$ cat config.mk
export PLATFORM = sky130hd
export DESIGN_NAME = adc_trimmed_mean_filter
export DESIGN_NICKNAME = d
export VERILOG_FILES = /design/src/hw/rtl/atmf_pkg.sv /design/src/hw/rtl/adc_trimmed_mean_filter.sv
export SDC_FILE = /design/constraint.sdc
export NUM_CORES = 1
export LEC_CHECK = 0
export BUFFER_PORTS_ARGS = -buffer_cell sky130_fd_sc_hd__buf_2
export CORE_ASPECT_RATIO = 0.7
export CORE_MARGIN = 2
export CORE_UTILIZATION = 50
export CTS_BUF_LIST = sky130_fd_sc_hd__clkbuf_8 sky130_fd_sc_hd__clkbuf_16
export DETAILED_ROUTE_END_ITERATION = 10
export MAX_ROUTING_LAYER = met4
export PLACE_DENSITY = 0.67
export SYNTH_ARGS = -nofsm -noshare
export SYNTH_HDL_FRONTEND = slang
export SYNTH_SLANG_ARGS = --single-unit
$ cat constraint.sdc
create_clock -name clk -period 17.9 [get_ports clk]
set_input_delay 1.79 -clock clk [delete_from_list [all_inputs] [get_ports clk]]
set_output_delay 1.79 -clock clk [all_outputs]
set_load 0.05 [all_outputs]
$ cat src/hw/rtl/atmf_pkg.sv
package atmf_pkg;

    // field widths
    localparam int CH_W     = 3;
    localparam int SAMPLE_W = 12;
    localparam int TDATA_W  = 16;
    localparam int TUSER_W  = 8;

    // averaging structure
    localparam int READS_PER_ROUND = 5;
    localparam int ROUNDS          = 5;
    localparam int CNT_W           = 3;
    localparam int SUM_W           = 15;   // 5 * 4095 = 20475
    localparam int STORED_ROUNDS   = ROUNDS - 1;   // last round value is bypassed
    localparam int SLOT_W          = 2;

    // middle-three sum and final quotient
    localparam int TOTAL_W = 15;           // 5 * 4095
    localparam int MID_W   = 14;           // 3 * 4095 = 12285
    localparam int QUO_W   = 9;            // 12285 / 30 = 409

    // x / 5 for x < 2^15: (x * 26215) >> 17
    localparam int DIV5_MUL_W = 15;
    localparam logic [DIV5_MUL_W-1:0] DIV5_MUL = 15'd26215;
    localparam int DIV5_SHIFT = 17;
    localparam int DIV5_PROD_W = SUM_W + DIV5_MUL_W;

    // x / 30 for x < 12288: (x * 17477) >> 19 ; /3 then /10 folds into /30
    localparam int DIV30_MUL_W = 15;
    localparam logic [DIV30_MUL_W-1:0] DIV30_MUL = 15'd17477;
    localparam int DIV30_SHIFT = 19;
    localparam int DIV30_PROD_W = MID_W + DIV30_MUL_W;

    typedef logic [SAMPLE_W-1:0] value_t;

endpackage

$ cat src/hw/rtl/adc_trimmed_mean_filter.sv
// Trimmed-mean filter for tagged 12-bit converter samples. Each word on the
// slave side carries one sample (tdata) and its channel (tuser); tags of
// CHANNELS and above are dropped without effect. Per channel, every five
// samples form a round whose truncated mean is kept; after five rounds the
// lowest and highest round values are discarded, the middle three are
// averaged (truncated) and rounded down to a multiple of 10, and one word
// with the channel and that value leaves on the master side; the channel
// then starts over. Channels run independently. The block takes one word
// per clock while s_tready is high: the running sums and counts update at
// the accepting edge, and the round mean (one multiply), the min/max/sum of
// the five round values and the final divide by 30 (one multiply) plus the
// scale by 10 each sit in their own register stage, the last being the
// output register. Stages advance independently and collapse bubbles, so
// a result waiting on m_tready does not hold the input until four more
// results are queued behind it. The round-value store has no reset; only
// entries written in the current set of rounds are ever read.
module adc_trimmed_mean_filter #(
    parameter int CHANNELS = 5
) (
    input  logic        clk,
    input  logic        rst_n,
    input  logic        s_tvalid,
    output logic        s_tready,
    input  logic [15:0] s_tdata,   // [11:0] sample, [15:12] zero
    input  logic [7:0]  s_tuser,   // [2:0] channel, [7:3] zero
    output logic        m_tvalid,
    input  logic        m_tready,
    output logic [15:0] m_tdata,   // [11:0] filtered_value, [15:12] zero
    output logic [7:0]  m_tuser    // [2:0] out_channel, [7:3] zero
);

    localparam int CH_IDX_W = (CHANNELS > 1) ? $clog2(CHANNELS) : 1;

    // ---------------- per-channel accumulation state ----------------
    logic [atmf_pkg::CNT_W-1:0] read_count_reg  [CHANNELS];
    logic [atmf_pkg::SUM_W-1:0] read_sum_reg    [CHANNELS];
    logic [atmf_pkg::CNT_W-1:0] round_count_reg [CHANNELS];

    // round values, one row per channel; no reset
    atmf_pkg::value_t avg_mem [CHANNELS][atmf_pkg::STORED_ROUNDS];

    // ---------------- stage registers ----------------
    // round stage: a completed round sum waiting for its divide by 5
    logic                                rnd_valid_reg;
    logic                                rnd_final_reg;
    logic [CH_IDX_W-1:0]                 rnd_ch_reg;
    logic [atmf_pkg::SLOT_W-1:0]         rnd_slot_reg;
    logic [atmf_pkg::SUM_W-1:0]          rnd_sum_reg;

    // sort stage: the five round values of a finished channel
    logic                                srt_valid_reg;
    logic [CH_IDX_W-1:0]                 srt_ch_reg;
    atmf_pkg::value_t                    srt_vals_reg [atmf_pkg::ROUNDS];

    // middle-three sum
    logic                                mid_valid_reg;
    logic [CH_IDX_W-1:0]                 mid_ch_reg;
    logic [atmf_pkg::MID_W-1:0]          mid_sum_reg;

    // quotient by 30
    logic                                quo_valid_reg;
    logic [CH_IDX_W-1:0]                 quo_ch_reg;
    logic [atmf_pkg::QUO_W-1:0]          quo_reg;

    // output word
    logic                                out_valid_reg;
    logic [CH_IDX_W-1:0]                 out_ch_reg;
    atmf_pkg::value_t                    out_value_reg;

    // ---------------- stage enables ----------------
    logic en_out, en_quo, en_mid, en_srt, en_rnd;

    assign en_out = !out_valid_reg || m_tready;
    assign en_quo = !quo_valid_reg || en_out;
    assign en_mid = !mid_valid_reg || en_quo;
    assign en_srt = !srt_valid_reg || en_mid;
    // a non-final round only writes the store, so it never waits on the sorter
    assign en_rnd = !rnd_valid_reg || !rnd_final_reg || en_srt;

    assign s_tready = en_rnd;

    // ---------------- input decode ----------------
    logic [atmf_pkg::CH_W-1:0]     in_ch;
    logic [CH_IDX_W-1:0]           in_idx;
    logic                          in_ok;
    logic                          in_take;
    logic                          round_done;
    logic [atmf_pkg::SUM_W-1:0]    sum_next;

    assign in_ch      = s_tuser[atmf_pkg::CH_W-1:0];
    assign in_idx     = in_ch[CH_IDX_W-1:0];
    assign in_ok      = ({1'b0, in_ch} < 4'(CHANNELS));
    assign in_take    = s_tvalid && s_tready && in_ok;
    assign round_done = (read_count_reg[in_idx] ==
                         atmf_pkg::CNT_W'(atmf_pkg::READS_PER_ROUND - 1));
    assign sum_next   = read_sum_reg[in_idx]
                      + atmf_pkg::SUM_W'(s_tdata[atmf_pkg::SAMPLE_W-1:0]);

    always_ff @(posedge clk or negedge rst_n)
    begin
        if (!rst_n)
        begin
            for (int i = 0; i < CHANNELS; i++)
            begin
                read_count_reg[i]  <= '0;
                read_sum_reg[i]    <= '0;
                round_count_reg[i] <= '0;
            end
        end
        else if (in_take)
        begin
            if (round_done)
            begin
                read_count_reg[in_idx] <= '0;
                read_sum_reg[in_idx]   <= '0;
                if (round_count_reg[in_idx] == atmf_pkg::CNT_W'(atmf_pkg::ROUNDS - 1))
                    round_count_reg[in_idx] <= '0;
                else
                    round_count_reg[in_idx] <= round_count_reg[in_idx] + 1'b1;
            end
            else
            begin
                read_count_reg[in_idx] <= read_count_reg[in_idx] + 1'b1;
                read_sum_reg[in_idx]   <= sum_next;
            end
        end
    end

    // ---------------- round stage ----------------
    always_ff @(posedge clk or negedge rst_n)
    begin
        if (!rst_n)
            rnd_valid_reg <= 1'b0;
        else if (en_rnd)
            rnd_valid_reg <= in_take && round_done;
    end

    always_ff @(posedge clk)
    begin
        if (en_rnd)
        begin
            rnd_ch_reg    <= in_idx;
            rnd_sum_reg   <= sum_next;
            rnd_slot_reg  <= round_count_reg[in_idx][atmf_pkg::SLOT_W-1:0];
            rnd_final_reg <= (round_count_reg[in_idx] ==
                              atmf_pkg::CNT_W'(atmf_pkg::ROUNDS - 1));
        end
    end

    // round mean: sum / 5 by reciprocal
    logic [atmf_pkg::DIV5_PROD_W-1:0] div5_prod;
    atmf_pkg::value_t                 rnd_avg;

    assign div5_prod = atmf_pkg::DIV5_PROD_W'(rnd_sum_reg)
                     * atmf_pkg::DIV5_PROD_W'(atmf_pkg::DIV5_MUL);
    assign rnd_avg   = div5_prod[atmf_pkg::DIV5_SHIFT +: atmf_pkg::SAMPLE_W];

    always_ff @(posedge clk)
    begin
        if (rnd_valid_reg && !rnd_final_reg)
            avg_mem[rnd_ch_reg][rnd_slot_reg] <= rnd_avg;
    end

    // ---------------- sort stage ----------------
    always_ff @(posedge clk or negedge rst_n)
    begin
        if (!rst_n)
            srt_valid_reg <= 1'b0;
        else if (en_srt)
            srt_valid_reg <= rnd_valid_reg && rnd_final_reg;
    end

    always_ff @(posedge clk)
    begin
        if (en_srt)
        begin
            srt_ch_reg <= rnd_ch_reg;
            for (int i = 0; i < atmf_pkg::STORED_ROUNDS; i++)
                srt_vals_reg[i] <= avg_mem[rnd_ch_reg][i];
            srt_vals_reg[atmf_pkg::ROUNDS-1] <= rnd_avg;
        end
    end

    // total minus one minimum and one maximum
    atmf_pkg::value_t               v_min;
    atmf_pkg::value_t               v_max;
    logic [atmf_pkg::TOTAL_W-1:0]   v_total;
    logic [atmf_pkg::TOTAL_W-1:0]   v_mid;

    always_comb
    begin
        v_min   = srt_vals_reg[0];
        v_max   = srt_vals_reg[0];
        v_total = atmf_pkg::TOTAL_W'(srt_vals_reg[0]);
        for (int i = 1; i < atmf_pkg::ROUNDS; i++)
        begin
            v_total = v_total + atmf_pkg::TOTAL_W'(srt_vals_reg[i]);
            if (srt_vals_reg[i] < v_min)
                v_min = srt_vals_reg[i];
            if (srt_vals_reg[i] > v_max)
                v_max = srt_vals_reg[i];
        end
        v_mid = v_total - atmf_pkg::TOTAL_W'(v_min) - atmf_pkg::TOTAL_W'(v_max);
    end

    // ---------------- middle-sum stage ----------------
    always_ff @(posedge clk or negedge rst_n)
    begin
        if (!rst_n)
            mid_valid_reg <= 1'b0;
        else if (en_mid)
            mid_valid_reg <= srt_valid_reg;
    end

    always_ff @(posedge clk)
    begin
        if (en_mid)
        begin
            mid_ch_reg  <= srt_ch_reg;
            mid_sum_reg <= v_mid[atmf_pkg::MID_W-1:0];
        end
    end

    // /3 then /10 truncating equals /30
    logic [atmf_pkg::DIV30_PROD_W-1:0] div30_prod;

    assign div30_prod = atmf_pkg::DIV30_PROD_W'(mid_sum_reg)
                      * atmf_pkg::DIV30_PROD_W'(atmf_pkg::DIV30_MUL);

    // ---------------- quotient stage ----------------
    always_ff @(posedge clk or negedge rst_n)
    begin
        if (!rst_n)
            quo_valid_reg <= 1'b0;
        else if (en_quo)
            quo_valid_reg <= mid_valid_reg;
    end

    always_ff @(posedge clk)
    begin
        if (en_quo)
        begin
            quo_ch_reg <= mid_ch_reg;
            quo_reg    <= div30_prod[atmf_pkg::DIV30_SHIFT +: atmf_pkg::QUO_W];
        end
    end

    // q * 10 = q*8 + q*2
    atmf_pkg::value_t quo_ext;
    atmf_pkg::value_t scaled;

    assign quo_ext = atmf_pkg::SAMPLE_W'(quo_reg);
    assign scaled  = (quo_ext << 3) + (quo_ext << 1);

    // ---------------- output register ----------------
    always_ff @(posedge clk or negedge rst_n)
    begin
        if (!rst_n)
            out_valid_reg <= 1'b0;
        else if (en_out)
            out_valid_reg <= quo_valid_reg;
    end

    always_ff @(posedge clk)
    begin
        if (en_out)
        begin
            out_ch_reg    <= quo_ch_reg;
            out_value_reg <= scaled;
        end
    end

    assign m_tvalid = out_valid_reg;
    assign m_tdata  = 16'(out_value_reg);
    assign m_tuser  = 8'(out_ch_reg);

endmodule
==> impl_metrics.tcl <==
set metrics [dict create \
    status "complete, no violations" \
    rows 74 \
    synthAdderAreaFrac_pct 23.8 \
    fin_crit_sh_pct 83.4 \
    crit_path_start_kind "flip-flop" \
    hold_path.class "reg -> reg" \
    wl_met3_mm 4.85 \
    layout_commonest_cell "edfxtp_1" \
    syn_to_final_growth_pct 8.92 \
    layout_common_cells "edfxtp_1, ha_1, inv_1" \
    grt_overflow 0 \
    coreArea_um2 58600 \
    finalMaxSlewViolations 0 \
    syn_avg_cell_area_um2 12.6 \
    ys_seq_area_share_pct 46.5 \
    routed_wl_mm 67.3 \
    synth-warning-count 0 \
    cap_violations 0 \
    synth_ff_type "edfxtp_1" \
    finalSetupViolations 0 \
    synth_cells 2354 \
    insertion_delay_ps 610 \
    synth-xor-area-share_pct 1.70 \
    yosys.area_share.simple_pct 6.20 \
    ys_seq_elements 480 \
    tightest_slew_ps 1260 \
    grt_max_degree 76 \
    regArea_um2 13800 \
    top_layer "met4" \
    synth_top_family_by_area "adder cells" \
    stdcell_area_um2 32400 \
    grt.total_usage_pct 23.2 \
    cpPeakStageDelay_ps 980 \
    io_pins 54 \
    synth_top_area_share_pct 37.1 \
    cts_buffer_depth 3 \
    hold_viol 0 \
    clk_pin_slew_ps 70 \
    holdBufCountCts 0 \
    cp.arrival_ps 15250 \
    cts.sinks 480 \
    syn_area_um2 29700 \
    fin_tns_setup_ps 0 \
    post_cts_resize_count 0 \
    wl_per_cell_um 20.8 \
    cp_common_cell "a21oi_1" \
    layout-drive-gt1-share_pct 11.6 \
    gp_congestion 0.905 \
    die_w_um 296 \
    crit_fanout 23 \
    synth-compound-area-share_pct 8.01 \
    fillers 4830 \
    max-slew-margin-rel_pct 15.3 \
    synth_mux_area_share_pct 8.80 \
    cts_tree "yes" \
    drt-pass1-iter-count 5 \
    synth.largest_area_cell "edfxtp_1" \
    detail-route-antenna-nets 0 \
    synth_edf_count 367 \
    avgViaCountPerCell 5.64 \
    dp.cells 3152 \
    grt_pass1_wl_mm 106 \
    die_h_um 208 \
    place_hpwl_mm 49.1 \
    grt_pass1_vias 18800 \
    postCtsSetupBuffers 0 \
    cp-end-kind "flip-flop" \
    wl_met1_mm 32.3 \
    fin_skew_ps 41.6 \
    nNetsFinal 2901 \
    rsz0062_at_grt "false" \
    place_area_um2 30900 \
    worstSetupPathType "reg -> reg" \
    die_area_um2 61500 \
    period_minus_slack_ps 14920 \
    final_cells 3236 \
    initial_core_util_pct 50.7 \
    met2_wirelength_mm 29.0 \
    yosys-top-cells-area "edfxtp_1, ha_1, fa_1" \
    crit_slowest_cell "o311ai_2" \
    root_buffer "clkbuf_16" \
    antenna_found_initial 4 \
    vias 18300 \
    cts_made_buffers 46 \
    cts_max_level 2 \
    drc_errors 0 \
    fmax_mhz 67.0 \
    drt_iter0_markers 1422 \
    synth_async_sr_flop_share_pct 22.9 \
    netlist-cell-type-count 87 \
    largest_register_ffs 240 \
    portBuffers 34 \
    crit_required_ps 18230 \
    multi_input_area_um2 14500 \
]
-- path summary, 6_finish.rpt --
| check | from | endpoint | slack, ps | cells past startpoint |
|---|---|---|---|---|
| setup / recovery | srt_vals_reg[0][5] | mid_sum_reg[13] | 2980 | 62 |
| setup reg to reg | srt_vals_reg[0][5] | mid_sum_reg[13] | 2980 | 62 |
| hold reg to reg | quo_ch_reg[0] | out_ch_reg[0] | 420 | 0 |
| max in group asynchronous | rst_n | srt_valid_reg | 15380 | 2 |
| min in group asynchronous | rst_n | read_sum_reg[33] | 1130 | 1 |
| hold / removal | quo_ch_reg[0] | out_ch_reg[0] | 420 | 0 |
-- synthesized netlist by cell type, types with 8 or more instances --
cell / count
and2_1: 9
o21bai_1: 11
inv_1: 302
ha_1: 315
nand3_1: 20
a21o_1: 29
xnor2_1: 40
xor2_1: 16
nand2_1: 190
or3_1: 11
dfrtp_1: 110
o31ai_1: 17
o21ai_0: 146
nor2_1: 85
buf_1: 8
o21a_1: 11
a21oi_1: 87
mux2i_1: 60
nand4_1: 12
clkbuf_1: 45
nand2b_1: 13
a221o_1: 11
fa_1: 156
edfxtp_1: 367
mux4_2: 53
nor3_1: 18
mux2_2: 62
and3_1: 10
nor2b_1: 17
buf_4: 13
-- worst max-delay path: cells and delay by family, from the launching register on --
| family | cells | cell delay (ps) |
|---|---|---|
| flops | 1 | 520 |
| compound gates | 23 | 5490 |
| mux | 1 | 270 |
| simple gates | 21 | 3630 |
| fa+ha+maj | 10 | 3650 |
| buf+inv | 6 | 950 |
| xor+xnor | 1 | 110 |
-- stage by stage --
stage	setup slack [ps]	util, %	hold WS, ps
6_report	2980	55.3	418
5_1_grt	2000	55.3	424
4_1_cts	3230	55.3	420
3_5_place_dp	3240	52.7	413
3_3_place_gp	3420	52.7	414
2_1_floorplan	5220	-	400
-- logic make-up after synthesis --
family          Yosys count
flops                   480
simple gates            404
other cells               1
buf+inv                 375
compound gates          379
mux                     185
fa+ha+maj               473
xor+xnor                 57
-- metal layers --
metal,up-vias,track usage [%]
met5,-,-
met4,0,4.81
met3,74,4.43
met2,517,33.2
met1,9216,34.6
li1,8451,-
-- area by class of cell --
type / count / share of cell area (%)
Antenna cell: 1 / 0.00772
Timing Repair Buffer: 63 / 1.21
Clock buffer: 48 / 3.67
Inverter: 303 / 3.51
Clock inverter: 35 / 0.915
Tap cell: 798 / 3.08
Multi-Input combinational cell: 1508 / 44.9
Sequential cell: 480 / 42.7
Power is not shown: default switching activity piles up to over one toggle a cycle in this logic, so the estimate is an artifact.
